$ cat src/sv/mtc_pkg.sv
// ----------------------------------------------------------------------------
// mtc_pkg
// Shared types, character codes and the letter table of the Morse text codec.
// ----------------------------------------------------------------------------
package mtc_pkg;

	localparam int MAX_SYMBOLS = 4;
	localparam int JOB_DEPTH   = 2;

	localparam logic [7:0] CH_SPACE = 8'h20;
	localparam logic [7:0] CH_DOT   = 8'h2E;
	localparam logic [7:0] CH_DASH  = 8'h2D;
	localparam logic [7:0] CH_UP_A  = 8'h41;
	localparam logic [7:0] CH_UP_Z  = 8'h5A;
	localparam logic [7:0] CH_LO_A  = 8'h61;
	localparam logic [7:0] CH_LO_Z  = 8'h7A;
	localparam logic [7:0] CASE_GAP = 8'h20;
	localparam logic [7:0] CH_NONE  = 8'h00;

	localparam int NUM_LETTERS = 26;

	// {length, code}, first symbol most significant, 1 is a dash
	localparam logic [7:0] LETTER_CODE [NUM_LETTERS] = '{
		8'h21, 8'h48, 8'h4A, 8'h34, 8'h10, 8'h42, 8'h36, 8'h40, 8'h20, 8'h47,
		8'h35, 8'h44, 8'h23, 8'h22, 8'h37, 8'h46, 8'h4D, 8'h32, 8'h30, 8'h11,
		8'h31, 8'h41, 8'h33, 8'h49, 8'h4B, 8'h4C
	};

	localparam logic [1:0] REG_DIRECTION = 2'd0;

	typedef enum logic [1:0] {
		JOB_SPACES,
		JOB_LETTER,
		JOB_CHAR
	} job_kind_t;

	typedef struct packed {
		job_kind_t  kind;
		logic [2:0] count;  // results of this job, 1 to 5
		logic [2:0] len;    // symbols of a letter
		logic [3:0] bits;   // dash bits of a letter
		logic [7:0] chr;    // decoded character
	} job_t;

	function automatic logic [7:0] decode_group(input logic [3:0] sym, input logic [2:0] len,
	                                            input logic invalid);
		logic [7:0] res;
		res = CH_NONE;
		if (!invalid && len != 3'd0 && len <= 3'(MAX_SYMBOLS)) begin
			for (int i = 0; i < NUM_LETTERS; i++) begin
				if (LETTER_CODE[i][6:4] == len && LETTER_CODE[i][3:0] == sym) begin
					res = CH_UP_A + 8'(i);
				end
			end
		end
		return res;
	endfunction

endpackage

$ cat src/sv/morse_text_codec_unit.sv
// ----------------------------------------------------------------------------
// morse_text_codec_unit
// Morse codec for letters A to Z over queue-style character streams.
// ----------------------------------------------------------------------------
// The front end takes one character a cycle while the job queue has room and
// keeps the pending decode group. The back end drives one result a cycle
// through a single output register while that register is empty or popped.
// An encoded letter gives two to five results, an encoded space three, a
// decode flush one and a dropped character or a buffered symbol none. The
// job queue lets the front end take new characters while the back end still
// expands earlier jobs. The direction register sits at byte address 0 of the
// configuration port.
module morse_text_codec_unit
	import mtc_pkg::*;
#(
	parameter int DEPTH = JOB_DEPTH
) (
	input  logic        clk,
	input  logic        arst_n,
	input  logic        psel,
	input  logic        penable,
	input  logic        pwrite,
	input  logic [2:0]  paddr,
	input  logic [31:0] pwdata,
	output logic [31:0] prdata,
	output logic        pready,
	input  logic        push,
	output logic        full,
	input  logic [7:0]  char_in,
	input  logic        end_of_text,
	input  logic        pop,
	output logic        empty,
	output logic [7:0]  char_out,
	output logic        last
);

	logic       direction_q;
	logic [1:0] reg_idx;
	logic       job_push;
	logic       job_full;
	logic       job_valid;
	logic       job_pop;
	job_t       wr_job;
	job_t       rd_job;

	assign pready  = 1'b1;
	assign reg_idx = {1'b0, paddr[2]};

	always_comb begin
		case (reg_idx)
			REG_DIRECTION: prdata = {31'd0, direction_q};
			default:       prdata = 32'd0;
		endcase
	end

	always_ff @(posedge clk or negedge arst_n) begin
		if (!arst_n) begin
			direction_q <= 1'b0;
		end else if (psel && penable && pwrite && reg_idx == REG_DIRECTION) begin
			direction_q <= pwdata[0];
		end
	end

	mtc_front u_front (
		.clk         (clk),
		.arst_n      (arst_n),
		.direction   (direction_q),
		.push        (push),
		.full        (full),
		.char_in     (char_in),
		.end_of_text (end_of_text),
		.job_full    (job_full),
		.job_push    (job_push),
		.job         (wr_job)
	);

	mtc_job_queue #(
		.DEPTH (DEPTH)
	) u_queue (
		.clk     (clk),
		.arst_n  (arst_n),
		.wr_en   (job_push),
		.wr_job  (wr_job),
		.q_full  (job_full),
		.rd_en   (job_pop),
		.q_valid (job_valid),
		.rd_job  (rd_job)
	);

	mtc_back u_back (
		.clk       (clk),
		.arst_n    (arst_n),
		.job_valid (job_valid),
		.job       (rd_job),
		.job_pop   (job_pop),
		.pop       (pop),
		.empty     (empty),
		.char_out  (char_out),
		.last      (last)
	);

endmodule

$ cat src/sv/mtc_front.sv
// ----------------------------------------------------------------------------
// mtc_front
// Accepts characters, keeps the pending decode group and turns each
// character that yields results into a result job for the back end.
// ----------------------------------------------------------------------------
module mtc_front
	import mtc_pkg::*;
(
	input  logic       clk,
	input  logic       arst_n,
	input  logic       direction,
	input  logic       push,
	output logic       full,
	input  logic [7:0] char_in,
	input  logic       end_of_text,
	input  logic       job_full,
	output logic       job_push,
	output job_t       job
);

	logic [3:0] sym_q;
	logic [2:0] len_q;
	logic       inv_q;

	logic       accept;
	logic       has_job;
	logic [3:0] sym_d;
	logic [2:0] len_d;
	logic       inv_d;
	logic [7:0] up;
	logic [4:0] idx;
	logic [7:0] code;
	logic       bad;

	assign full     = job_full;
	assign accept   = push && !job_full;
	assign job_push = accept && has_job;

	always_comb begin
		up = char_in;
		if (char_in >= CH_LO_A && char_in <= CH_LO_Z) begin
			up = char_in - CASE_GAP;
		end
		idx  = 5'(up - CH_UP_A);
		code = 8'h00;
		if (up >= CH_UP_A && up <= CH_UP_Z) begin
			code = LETTER_CODE[idx];
		end
		bad = (char_in != CH_DOT) && (char_in != CH_DASH);

		sym_d    = sym_q;
		len_d    = len_q;
		inv_d    = inv_q;
		has_job  = 1'b0;
		job      = '0;
		job.kind = JOB_CHAR;

		if (!direction) begin
			if (char_in == CH_SPACE) begin
				has_job   = 1'b1;
				job.kind  = JOB_SPACES;
				job.count = 3'd3;
			end else if (code != 8'h00) begin
				has_job   = 1'b1;
				job.kind  = JOB_LETTER;
				job.len   = code[6:4];
				job.bits  = code[3:0];
				job.count = code[6:4] + 3'd1;
			end
		end else begin
			if (char_in == CH_SPACE) begin
				// a space flushes; the end flag then sees an empty group
				if (len_q != 3'd0) begin
					has_job   = 1'b1;
					job.count = 3'd1;
					job.chr   = decode_group(sym_q, len_q, inv_q);
					sym_d     = '0;
					len_d     = '0;
					inv_d     = 1'b0;
				end
			end else begin
				if (len_q >= 3'(MAX_SYMBOLS)) begin
					inv_d = 1'b1;
				end else begin
					inv_d = inv_q || bad;
					sym_d = {sym_q[2:0], char_in == CH_DASH};
					len_d = len_q + 3'd1;
				end
				if (end_of_text) begin
					has_job   = 1'b1;
					job.count = 3'd1;
					job.chr   = decode_group(sym_d, len_d, inv_d);
					sym_d     = '0;
					len_d     = '0;
					inv_d     = 1'b0;
				end
			end
		end
	end

	always_ff @(posedge clk or negedge arst_n) begin
		if (!arst_n) begin
			sym_q <= '0;
			len_q <= '0;
			inv_q <= 1'b0;
		end else if (accept) begin
			sym_q <= sym_d;
			len_q <= len_d;
			inv_q <= inv_d;
		end
	end

endmodule

$ cat src/sv/mtc_job_queue.sv
// ----------------------------------------------------------------------------
// mtc_job_queue
// Small register queue of result jobs between front and back end.
// ----------------------------------------------------------------------------
module mtc_job_queue
	import mtc_pkg::*;
#(
	parameter int DEPTH = JOB_DEPTH
) (
	input  logic clk,
	input  logic arst_n,
	input  logic wr_en,
	input  job_t wr_job,
	output logic q_full,
	input  logic rd_en,
	output logic q_valid,
	output job_t rd_job
);

	localparam int PW = $clog2(DEPTH);
	localparam int CW = $clog2(DEPTH + 1);

	job_t          slot_q [DEPTH];
	logic [PW-1:0] wr_ptr_q;
	logic [PW-1:0] rd_ptr_q;
	logic [CW-1:0] count_q;

	assign q_full  = count_q == CW'(DEPTH);
	assign q_valid = count_q != '0;
	assign rd_job  = slot_q[rd_ptr_q];

	always_ff @(posedge clk) begin
		if (wr_en) begin
			slot_q[wr_ptr_q] <= wr_job;
		end
	end

	always_ff @(posedge clk or negedge arst_n) begin
		if (!arst_n) begin
			wr_ptr_q <= '0;
			rd_ptr_q <= '0;
			count_q  <= '0;
		end else begin
			if (wr_en) begin
				wr_ptr_q <= (wr_ptr_q == PW'(DEPTH - 1)) ? '0 : wr_ptr_q + 1'b1;
			end
			if (rd_en) begin
				rd_ptr_q <= (rd_ptr_q == PW'(DEPTH - 1)) ? '0 : rd_ptr_q + 1'b1;
			end
			if (wr_en && !rd_en) begin
				count_q <= count_q + 1'b1;
			end else if (rd_en && !wr_en) begin
				count_q <= count_q - 1'b1;
			end
		end
	end

endmodule

$ cat src/sv/mtc_back.sv
// ----------------------------------------------------------------------------
// mtc_back
// Expands each job into its result characters, one a cycle while the output
// register is empty or popped, into that register.
// ----------------------------------------------------------------------------
module mtc_back
	import mtc_pkg::*;
(
	input  logic       clk,
	input  logic       arst_n,
	input  logic       job_valid,
	input  job_t       job,
	output logic       job_pop,
	input  logic       pop,
	output logic       empty,
	output logic [7:0] char_out,
	output logic       last
);

	logic [2:0] k_q;
	logic [7:0] char_q;
	logic       last_q;
	logic       valid_q;

	logic       emit;
	logic       is_last;
	logic [2:0] pos;
	logic [7:0] chr;

	assign empty    = !valid_q;
	assign char_out = char_q;
	assign last     = last_q;

	assign emit    = job_valid && (!valid_q || pop);
	assign is_last = k_q == job.count - 3'd1;
	assign job_pop = emit && is_last;

	always_comb begin
		pos = job.len - 3'd1 - k_q;
		case (job.kind)
			JOB_LETTER: begin
				if (k_q < job.len) begin
					chr = job.bits[pos[1:0]] ? CH_DASH : CH_DOT;
				end else begin
					chr = CH_SPACE;
				end
			end
			JOB_CHAR: chr = job.chr;
			default:  chr = CH_SPACE;
		endcase
	end

	always_ff @(posedge clk) begin
		if (emit) begin
			char_q <= chr;
			last_q <= is_last;
		end
	end

	always_ff @(posedge clk or negedge arst_n) begin
		if (!arst_n) begin
			k_q     <= '0;
			valid_q <= 1'b0;
		end else begin
			if (emit) begin
				valid_q <= 1'b1;
				k_q     <= is_last ? 3'd0 : k_q + 3'd1;
			end else if (pop) begin
				valid_q <= 1'b0;
			end
		end
	end

endmodule

$ cat config.mk
export PLATFORM = sky130hd
export DESIGN_NAME = morse_text_codec_unit
export DESIGN_NICKNAME = d
export VERILOG_FILES = /design/src/sv/mtc_pkg.sv /design/src/sv/morse_text_codec_unit.sv /design/src/sv/mtc_front.sv /design/src/sv/mtc_job_queue.sv /design/src/sv/mtc_back.sv
export SDC_FILE = /design/constraint.sdc
export NUM_CORES = 1
export LEC_CHECK = 0
export ABC_CLOCK_PERIOD_IN_PS = 3600
export BUFFER_PORTS_ARGS = -buffer_cell sky130_fd_sc_hd__buf_2
export CORE_ASPECT_RATIO = 1.2
export CORE_MARGIN = 3
export CORE_UTILIZATION = 39
export CTS_BUF_LIST = sky130_fd_sc_hd__clkbuf_16
export DETAILED_ROUTE_END_ITERATION = 8
export PLACE_DENSITY = 0.68
export SYNTH_ARGS = -nofsm -noshare
export SYNTH_HDL_FRONTEND = slang
export SYNTH_HIERARCHICAL = 1
export SYNTH_SLANG_ARGS = --single-unit
$ cat constraint.sdc
create_clock -name clk -period 3.6 [get_ports clk]
set_input_delay 0.36 -clock clk [delete_from_list [all_inputs] [get_ports clk]]
set_output_delay 0.36 -clock clk [all_outputs]
set_load 0.005 [all_outputs]
==> results by group <==
Timing
  • Setup TNS: 0 ns
  • Slew @ Worst Pin: 0.782 ns
  • F_max: ~300 MHz
  • Hold slack: around 0.26 ns
  • Max-slew headroom: between 40% and 50%
  • RSZ-0062 raised after global routing: no
  • Worst setup margin: 0.277 ns
  • Finish-stage setup viols: 0
  • Skew final: 0.00656 ns
  • Final Max Tran Viols: 0
  • Hold Fails Final Rpt: 0
  • Crit share post-route: approximately 90%
  • Tmin final: 3.32 ns

Synthesis
  • Netlist cell types: 93
  • Mapped Area: between 0.005 and 0.006 mm^2
  • #FFs+latches synth: 66
  • Async S/R FF share, synth: 25.8%
  • Synth Warn #: 6
  • Synth Instances: approximately 570
  • Main synth FF type: edfxtp_1
  • Cell accounting for the most synthesized area: edfxtp_1
  • Cells taking the most area after synthesis: edfxtp_1, dfrtp_1, ha_1, mux2_4, buf_4
  • EDFF count, synth: 49
  • Sequential area share after synthesis: approximately 34%
  • Syn avg cell area: roughly 10 um^2
  • Share of the synthesized area in the top cell type: 26.6%

Route
  • Top sig layer: met4
  • DR iter-0 viols: slightly above 300
  • WL per Instance: approximately 16 um
  • Drt drc: 0
  • ANT nets after route: 0
  • Total iterations of the first detailed-routing run: 4
  • WL final: 12.0 mm
  • Via count: 4345
  • Met1 WL: 5.09 mm
  • Met2 WL: 5.89 mm
  • Drt via density: 5.65
  • WL met3: between 600 and 700 um

Power and ir drop
  • Peak supply drop: 0.417 mV
  • P per Cell Area: 599 mW/mm^2
  • Leak: 2.44 nW

Finish
  • Number of nets in the final layout: 668
  • Final Util: 43.4%
  • Fin area: 0.00600 mm^2
  • Ant diodes: 0
  • Area of the multi-input gates: ~0.0032 mm^2
  • Area Overhead vs Synth: 8.61%
  • FF+latch area: ~0.0019 mm^2
  • Fillers: 1318
  • Share of layout cells above drive strength 1: 21.1%

Critical path
  • Crit. End Element: flip-flop
  • Cell mode on critical path: ha_1
  • CP required: 3.69 ns
  • Worst setup path endpoint: u_queue/slot_q[1][6]$_DFFE_PP_
  • Crit path max fanout: 12
  • Critical Path AT: 3.41 ns
  • CP Depth: 8
  • Critical-path cell list: ha_1 > ha_1 > nor3b_1 > nand2_1 > mux2_2 > o31ai_1 > nor4_1 > a41oi_1
  • Worst Setup SP: u_front/len_q[0]$_DFFE_PN0P_
  • WS Path Type: flip-flop to flip-flop
  • Max incr delay on CP: between 0.5 and 0.6 ns
  • Nature of the critical path startpoint: flip-flop
  • Reg-to-reg slack, setup: 0.28 ns
  • Capture point of the worst reg-to-reg path: u_queue/slot_q[1][6]$_DFFE_PP_
  • Worst-path cell with the longest stage delay: nor3b_1
  • Reg2Reg Depth: 8
  • R2r startpoint: u_front/len_q[0]$_DFFE_PN0P_
  • Crit path buf inv count: 0
  • Delay-heaviest family, CP: simple AND/OR/NAND/NOR gates

Clocking
  • # H-tree levels: 3
  • CTS Buf Count: 9
  • Clock transition at path regs: 0.05 ns
  • Worst skew pair latency: approximately 0.32 ns
  • Root Driver: clkbuf_16
  • Clk buf depth: 2
  • CTS Sinks: 66
  • CTS tree: done

Worst hold path
  • Hold Path Class: primary input to flip-flop

Global routing
  • Total gr overflow: 0
  • Vias in the first global route: 4192
  • First-pass GRT wire length: approximately 20 mm
  • Antenna violations before repair: 0
  • GRT Total Usage: between 15 and 20%
  • Largest net degree at the start of global routing: 34

Floorplan
  • Core area: 0.0138 mm^2
  • Initial Utilization: between 30 and 40%
  • Die W: 115 um
  • Ports: 95
  • Die Y: 136 um
  • FP Rows: 47
  • Die Area: 0.0156 mm^2

Run status
  • Status: complete, no violations

Placement
  • IO buf count: 29
  • Post-Place Worst Slack: 0.204 ns
  • Placed Instance Area: ~0.0057 mm^2
  • Post-DP HPWL: 8.91 mm
  • GP Congestion: just over 0.9

Job
  • Max-cap violations: 0
## kinds of logic (layout without fill, tap and decap cells)
group,count (synthesis),in the layout,share of synthesized area (%)
AO/OA/AOI/OAI,151,151,20.7
multiplexers,31,31,7.75
XOR/XNOR,17,17,2.94
flip-flops,66,66,34.3
adder cells (fa/ha/maj),25,25,5.62
other,3,34,0.204
AND/OR/NAND/NOR,175,175,18.0
buffers and inverters,100,99,10.5
## flip-flops by register name, indices dropped and copies added, names as in the netlist
name / count
u_queue/count_q: 2
direction_q: 1
u_front/len_q: 3
u_back/k_q: 3
u_queue/slot_q: 40
u_back/valid_q: 1
u_back/last: 1
u_queue/rd_ptr_q: 1
u_front/inv_q: 1
u_queue/wr_ptr_q: 1
u_back/char_out: 8
u_front/sym_q: 4
## per-stage QoR
step,power [W],instances
final,0.00360,769
after global routing,0.00384,769
after CTS,0.00363,769
after detailed placement,0.00288,752
after global placement,0.00283,752
after floorplan,0.00252,599
## synth_stat cells, types with 8 or more instances
cell type,instances
nand2b_1,15
nor2_1,44
buf_4,35
edfxtp_1,49
dfrtp_1,17
buf_2,11
nor2b_1,9
inv_1,29
a21o_1,8
nand2_1,31
mux2_4,19
a21oi_1,25
nor3_1,12
ha_1,24
buf_6,8
nand3_1,8
clkbuf_1,16
o21ai_0,23
xor2_1,12
o31ai_1,8
## where the power goes
group          internal (W)  switching [W]  total, W
Combinational      0.000766       0.000906   0.00167
Clock              0.000449       0.000279  0.000728
Sequential          0.00105       0.000147   0.00120
Total               0.00226        0.00133   0.00360
## layer usage
layer | track usage [%] | vias up
li1 | - | 2086
met1 | 17.9 | 2087
met2 | 26.7 | 141
met3 | 2.63 | 31
met4 | 7.66 | 0
met5 | 0 | -
## how the worst min path moves through the flow
stage          cells after the start  slack [ns]      start                         to
2_1_floorplan                      0        0.06     arst_n    direction_q$_DFFE_PN0P_
3_3_place_gp                       1        0.32     arst_n  u_back/k_q[2]$_DFFE_PN0P_
3_5_place_dp                       1        0.33     arst_n  u_back/k_q[2]$_DFFE_PN0P_
4_1_cts                            2        0.25  pwdata[0]    direction_q$_DFFE_PN0P_
5_1_grt                            2        0.26  pwdata[0]    direction_q$_DFFE_PN0P_
6_report                           2        0.26  pwdata[0]    direction_q$_DFFE_PN0P_
## timing repair
| item | 4_1_cts | 5_1_grt |
|---|---|---|
| endpoints found under the hold margin | 17 | 0 |
| hold buffers | 1 | 0 |
| setup buffers | 0 | 0 |
| resized for setup | 0 | 0 |
## cell usage in the layout, fill, tap and decap left out, types with 7 or more instances in the layout
master / netlist / layout
o21ai_0: 23 / 22
nor3_1: 12 / 12
buf_4: 35 / 23
and3_1: 7 / 7
dfrtp_1: 17 / 17
nor3b_1: 7 / 7
mux2_4: 19 / 19
inv_1: 29 / 31
xor2_1: 12 / 12
nor2_1: 44 / 44
mux2_2: 7 / 7
conb_1: 3 / 34
clkbuf_16: 0 / 9
a21oi_1: 25 / 25
a21o_1: 8 / 8
buf_2: 11 / 29
nand2b_1: 15 / 15
o31ai_1: 8 / 8
edfxtp_1: 49 / 49
ha_1: 24 / 24
nand3_1: 8 / 8
nand2_1: 31 / 31
nor2b_1: 9 / 8
## cell type report
cell class	count	area share, %
clock buffers	9	3.75
clock inverters	7	0.480
inverters	29	1.81
multi-input cells	433	53.0
flip-flops and latches	66	31.6
well taps	171	3.57
repair buffers	54	5.80
Power figures use the tool's default switching activity.
